## config.mk

```make
export PLATFORM = sky130hd
export DESIGN_NAME = tcw_ctrl
export DESIGN_NICKNAME = d
export VERILOG_FILES = /design/src/tcw_pkg.sv /design/src/tcw_ctrl.sv
export SDC_FILE = /design/constraint.sdc
export NUM_CORES = 1
export LEC_CHECK = 0
export ABC_CLOCK_PERIOD_IN_PS = 2350
export BUFFER_PORTS_ARGS = -buffer_cell sky130_fd_sc_hd__buf_2
export CORE_AREA = 2 2 39 41
export CTS_BUF_LIST = sky130_fd_sc_hd__clkbuf_4
export DETAILED_ROUTE_END_ITERATION = 10
export DIE_AREA = 0 0 41 43
export MAX_ROUTING_LAYER = met4
export PLACE_DENSITY = 0.69
export SLEW_MARGIN = 20
export SYNTH_ARGS = -nofsm -noshare
export SYNTH_HDL_FRONTEND = slang
export SYNTH_SLANG_ARGS = --single-unit
```

## constraint.sdc

```tcl
create_clock -name clk -period 2.35 [get_ports clk]
set_clock_uncertainty 0.2 [all_clocks]
set_input_delay 0.47 -clock clk [delete_from_list [all_inputs] [get_ports clk]]
set_output_delay 0.47 -clock clk [all_outputs]
set_load 0.005 [all_outputs]
```

## src/tcw_pkg.sv

```systemverilog
// tcw_pkg: shared types and constants of the text console writer.
// Holds opcodes, character constants, port widths, controller states and the
// command/status structs passed between tcw_ctrl and tcw_dpath.
`timescale 1ns / 1ps

package tcw_pkg;

  // Default geometry
  localparam int DEF_COLUMNS = 80;
  localparam int DEF_ROWS    = 25;

  // Fixed port widths
  localparam int OP_W      = 2;
  localparam int CHAR_W    = 8;
  localparam int ATTR_W    = 8;
  localparam int IDX_W     = 11;
  localparam int COL_OUT_W = 7;
  localparam int ROW_OUT_W = 5;

  localparam logic [OP_W-1:0] OP_PUT   = 2'd0;
  localparam logic [OP_W-1:0] OP_READ  = 2'd1;
  localparam logic [OP_W-1:0] OP_CLEAR = 2'd2;

  localparam logic [CHAR_W-1:0] SPACE_CHAR   = 8'd32;
  localparam logic [CHAR_W-1:0] NEWLINE_CHAR = 8'd10;
  localparam logic [ATTR_W-1:0] RESET_ATTR   = 8'd31;

  typedef struct packed {
    logic [ATTR_W-1:0] attr;
    logic [CHAR_W-1:0] ch;
  } cell_t;

  typedef enum logic [3:0] {
    ST_INIT,
    ST_IDLE,
    ST_DISPATCH,
    ST_MOVE,
    ST_MOVE_END,
    ST_FILL,
    ST_CLEAR,
    ST_WRITE,
    ST_DONE
  } state_t;

  typedef enum logic [2:0] {
    MEM_NONE,
    MEM_READ,
    MEM_MOVE_READ,
    MEM_FILL,
    MEM_INIT,
    MEM_PUT
  } mem_op_t;

  typedef enum logic [2:0] {
    CNT_HOLD,
    CNT_INC,
    CNT_ZERO,
    CNT_COLS,
    CNT_LASTROW
  } cnt_op_t;

  typedef enum logic [2:0] {
    CUR_NONE,
    CUR_HOME,
    CUR_SCROLL,
    CUR_NEWLINE,
    CUR_PUT
  } cur_op_t;

  typedef struct packed {
    logic    in_ready;
    logic    latch;
    mem_op_t mem_op;
    cnt_op_t cnt_op;
    cur_op_t cur_op;
    logic    out_load;
  } ctl_cmd_t;

  typedef struct packed {
    logic is_put;       // character put (not newline)
    logic is_newline;
    logic is_read;
    logic is_clear;
    logic need_scroll;  // character put must scroll first
    logic row_full;     // cursor row has passed the bottom
    logic cnt_last;     // walk counter at the last cell
    logic out_free;     // output register can take a result
  } dp_stat_t;

endpackage

```

## src/tcw_ctrl.sv

```systemverilog
// tcw_ctrl: sequencing state machine of the text console writer.
// Depends on tcw_pkg; drives tcw_dpath through ctl_cmd_t and reads dp_stat_t.
`timescale 1ns / 1ps

module tcw_ctrl import tcw_pkg::*; (
  input  logic     clk,
  input  logic     rst_n,
  input  logic     in_valid,
  input  dp_stat_t stat,
  output ctl_cmd_t cmd
);

  state_t state_r, state_nxt;

  always_ff @(posedge clk) begin
    if (!rst_n) begin
      state_r <= ST_INIT;
    end else begin
      state_r <= state_nxt;
    end
  end

  always_comb begin
    state_nxt = state_r;
    unique case (state_r)
      ST_INIT: begin
        if (stat.cnt_last) state_nxt = ST_IDLE;
      end
      ST_IDLE: begin
        if (in_valid) state_nxt = ST_DISPATCH;
      end
      ST_DISPATCH: begin
        priority if (stat.is_clear) begin
          state_nxt = ST_CLEAR;
        end else if ((stat.is_put && stat.need_scroll) ||
                     (stat.is_newline && stat.row_full)) begin
          state_nxt = ST_MOVE;
        end else if (stat.is_put) begin
          state_nxt = ST_WRITE;
        end else begin
          state_nxt = ST_DONE;
        end
      end
      ST_MOVE: begin
        if (stat.cnt_last) state_nxt = ST_MOVE_END;
      end
      ST_MOVE_END: begin
        state_nxt = ST_FILL;
      end
      ST_FILL: begin
        if (stat.cnt_last) state_nxt = stat.is_put ? ST_WRITE : ST_DONE;
      end
      ST_CLEAR: begin
        if (stat.cnt_last) state_nxt = ST_DONE;
      end
      ST_WRITE: begin
        state_nxt = ST_DONE;
      end
      ST_DONE: begin
        if (stat.out_free) state_nxt = ST_IDLE;
      end
      default: begin
        state_nxt = ST_INIT;
      end
    endcase
  end

  always_comb begin
    cmd          = '0;
    cmd.mem_op   = MEM_NONE;
    cmd.cnt_op   = CNT_HOLD;
    cmd.cur_op   = CUR_NONE;
    unique case (state_r)
      ST_INIT: begin
        cmd.mem_op = MEM_INIT;
        cmd.cnt_op = CNT_INC;
      end
      ST_IDLE: begin
        cmd.in_ready = 1'b1;
        cmd.latch    = in_valid;
      end
      ST_DISPATCH: begin
        priority if (stat.is_read) begin
          cmd.mem_op = MEM_READ;
        end else if (stat.is_clear) begin
          cmd.cnt_op = CNT_ZERO;
        end else if ((stat.is_put && stat.need_scroll) ||
                     (stat.is_newline && stat.row_full)) begin
          cmd.cnt_op = CNT_COLS;
        end else if (stat.is_newline) begin
          cmd.cur_op = CUR_NEWLINE;
        end else begin
          cmd.cur_op = CUR_NONE;
        end
      end
      ST_MOVE: begin
        cmd.mem_op = MEM_MOVE_READ;
        cmd.cnt_op = CNT_INC;
      end
      ST_MOVE_END: begin
        // last moved cell is written from the pending slot this cycle
        cmd.cnt_op = CNT_LASTROW;
      end
      ST_FILL: begin
        cmd.mem_op = MEM_FILL;
        cmd.cnt_op = CNT_INC;
        if (stat.cnt_last) cmd.cur_op = CUR_SCROLL;
      end
      ST_CLEAR: begin
        cmd.mem_op = MEM_FILL;
        cmd.cnt_op = CNT_INC;
        if (stat.cnt_last) cmd.cur_op = CUR_HOME;
      end
      ST_WRITE: begin
        cmd.mem_op = MEM_PUT;
        cmd.cur_op = CUR_PUT;
      end
      ST_DONE: begin
        cmd.out_load = stat.out_free;
      end
      default: begin
        cmd.in_ready = 1'b0;
      end
    endcase
  end

endmodule

```

# Word level (Yosys, flattened, before mapping)
# Index checks and enable logic that the tools add are counted.
# totals
regBits,4
mem_bits_ro,0
latchBits,0
ram_bits,0
elab_cells,47
mem_count,0
output_inout_bits,12
# op_classes
order_cmp,0
n_reduce_logical,7
eq_ne,14
n_addsub,0
bitwise_logic,0
div,0
mux,25
mul,0
shifts,0
# ops
op,n
$mux 4,9
$pmux 4 s9,1
$eq 4x3->1 const B,4
$pmux 3 s5,1
$ne 2x2->1 const B,6
$pmux 3 s4,1
$pmux 3 s3,1
$eq 4x2->1 const B,2
$mux 2,4
$mux 3,2
$mux 6,1
$reduce_and 6->1,1
$mux 1,5
$eq 4x1->1 const B,1
$eq 4x4->1 const B,1
$logic_not 4->1,1
$reduce_or 4->1,1
$logic_and 1x1->1,2
$reduce_or 2->1,1
$logic_or 1x1->1,1

# Depth between registers and ports, before layout
# depth
depth_word,6
ltp_mapped,5

# Worst setup path after synthesis
# OpenSTA, ideal clock, no wires.
# synth_timing
path_kind,reg2out
startpoint,register state_r[2]
endpoint,output cmd[4] (netlist bit)
required_ps,1680
path_stages_with_launch,4
n_path_buf,1
t_arrival_ps,1315
setup_slack_ps,365
path_cell_list,dfxtp_1 -> clkbuf_1 -> or4_1 -> o32ai_1
# synth_rtl
element,line_no,text
start: declaration,tcw_ctrl.sv:13,"state_t state_r, state_nxt;"
start signal: assignment,tcw_ctrl.sv:19,state_r <= state_nxt;
end: declaration,tcw_ctrl.sv:10,output ctl_cmd_t cmd

==> flow_metrics.tcl <==
set metrics [dict create \
    cts_buffer_depth 2 \
    diodes 0 \
    setup_violations 0 \
    top_regs "state_r: 4 flops" \
    fillers 146 \
    power_leakage_uw 0.000325 \
    worst-path-max-fanout 3 \
    ir_drop_v 0.000518 \
    power_density_nw_per_um2 781 \
    synth_ff_type "dfxtp_1" \
    yosysWarnings 0 \
    cts_setup_buffers 0 \
    period_share_pct 94.2 \
    die_h_um 43 \
    overflow 0 \
    synthArstFlopShare_pct 0 \
    worst_pin_slew_ns 0.352 \
    rsz0062_at_grt "false" \
    htree_levels 1 \
    startpoint_type "register" \
    synth_largest_area_cell "dfxtp_1" \
    grt_pass1_wl_um 2280 \
    p_total_uw 550 \
    syn_avg_cell_area_um2 7.32 \
    yosys-top-cells-area "dfxtp_1 15%, a21oi_1 5.5%, xor3_1 4.4%" \
    crit_path_max_incr_delay_ns 0.42 \
    gp_congestion 0.787 \
    die_w_um 41 \
    worstPathCellList "nand2b_4 > or4_4 > nand4bb_1 > o21ai_0 > buf_2" \
    nets 110 \
    dieArea_um2 1760 \
    ioPinCount 23 \
    multi_input_area_um2 427 \
    first_pass_iters 4 \
    ys_types 41 \
    seqCellArea_um2 80.1 \
    cp-end-kind "output pin" \
    drc 0 \
    top_register "state_r" \
    final_util_pct 50.9 \
    hp-class "in -> reg" \
    drive_above_1_share_pct 38.1 \
    totalNegativeSetupSlack_ns 0 \
    slowest_stage "or4_4" \
    cts_tree "yes" \
    syn-cell-area_um2 542 \
    fmax_ghz 0.452 \
    cp_data_required_time_ns 1.68 \
    synthCells 74 \
    grt_pass1_vias 548 \
    synth_edf_count 0 \
    cts-root-buf "clkbuf_4" \
    worst-setup-path-type "reg -> out" \
    synth_common_cells "6 x a21oi_1, 6 x nor2_1, 4 x dfxtp_1, 4 x nand2_1, 4 x o21ai_0" \
    drt_wl_total_um 1490 \
    dp_hpwl_um 1160 \
    avgRoutedWirePerCell_um 13.2 \
    grt.total_usage_pct 19.2 \
    status "complete, no violations" \
    period_needed_ns 2.21 \
    initial_core_util_pct 39.2 \
    synth.top_cell.area_share_pct 14.8 \
    synth-seq-area-share_pct 14.8 \
    relSlewSlack_pct 76.2 \
    synth_nets 85 \
    cts_buffers 3 \
    cts.sinks 4 \
    antenna_found_initial 0 \
    maxCapViolCount 0 \
    hold_viol_final 0 \
    antenna_violating_nets_post_route 0 \
    num_rows 14 \
    core-area_um2 1380 \
    clk_latency_ns 0.23 \
    worst_ep_arrival_time_ns 1.54 \
    drv_slew 0 \
    grt_max_degree 20 \
    syn_to_final_growth_pct 30.0 \
    viasPerCell 5.85 \
    clk_pin_slew_ns 0.04 \
    vias 661 \
    drt_iter0_drc 13 \
    holdWs_ns 0.307 \
    ys_ff_latch 4 \
    largest_register_ffs 4 \
    io_buffers 22 \
]
per-stage QoR:
| stage | instances | setup WS [ns] | instance area, µm² |
|---|---|---|---|
| after floorplan | 74 | 0.365 | 542 |
| final | 113 | 0.136 | 704 |
| after detailed placement | 110 | 0.166 | 671 |
| after global placement | 110 | 0.188 | 671 |
| after global routing | 113 | 0.0302 | 704 |
| after CTS | 113 | 0.0823 | 693 |
where the power goes:
group	internal [µW]	leakage [µW]	switching, µW
logic	186	0.000278	185
registers	82.1	0.0000327	11.6
clock network	57.1	0.0000138	28.0
total	325	0.000325	225
layout by cell type (no fill, tap or decap), drive strengths merged, types with 2 or more instances in the layout:
cell type,n
and2,2
or4,2
clkbuf,3
nand2,4
nor3b,3
dfxtp,4
a21oi,6
o21ai,4
nor2,6
o32ai,2
nand2b,2
buf,26
or3,2
inv,4
nor3,3
a22oi,2
and3,2
layer usage:
metal  GRT usage (%)  share of wire, %  routed length [µm]  vias to the layer above
li1                -                 -                   -                      329
met1            23.9                46                 693                      310
met2            30.3                48                 720                       22
met3            6.28               5.3                  79                        0
met4            2.00                 0                   0                        0
met5               -                 0                   0                        -
kinds of logic after synthesis:
logic type	after synthesis	synth area share (%)
AND/OR/NAND/NOR	34	40.0
AO/OA/AOI/OAI	24	30.7
buffers and inverters	10	8.54
XOR/XNOR	2	6.00
flip-flops	4	14.8
repair_timing:
action / in CTS / in global routing
hold buffers: 0 / 0
resized for setup: 0 / 3
setup endpoints to repair: 0 / 2
worst max-delay path, delay by kind of cell (launching register included):
family	cells	cell delay (ns)
and+or+nand+nor	3	0.78
DFF	1	0.31
buffers and inverters	1	0.13
AOI/OAI and AO/OA	1	0.09
worst paths after layout:
path | start | to | slack, ns | cells after the start
setup / recovery | state_r[0] | cmd[2] | 0.14 | 5
hold / removal | rst_n | state_r[3] | 0.31 | 2
setup reg to reg | state_r[1] | state_r[1] | 0.35 | 5
hold reg to reg | state_r[2] | state_r[2] | 0.52 | 3
layout make-up:
type                            instances  area share, %
Clock buffer                            3           3.20
Inverter                                4           2.13
Multi-Input combinational cell         60           60.6
Sequential cell                         4           11.4
Tap cell                               16           2.84
Timing Repair Buffer                   26           19.9
Note: power is estimated with default switching activity, not from simulation.
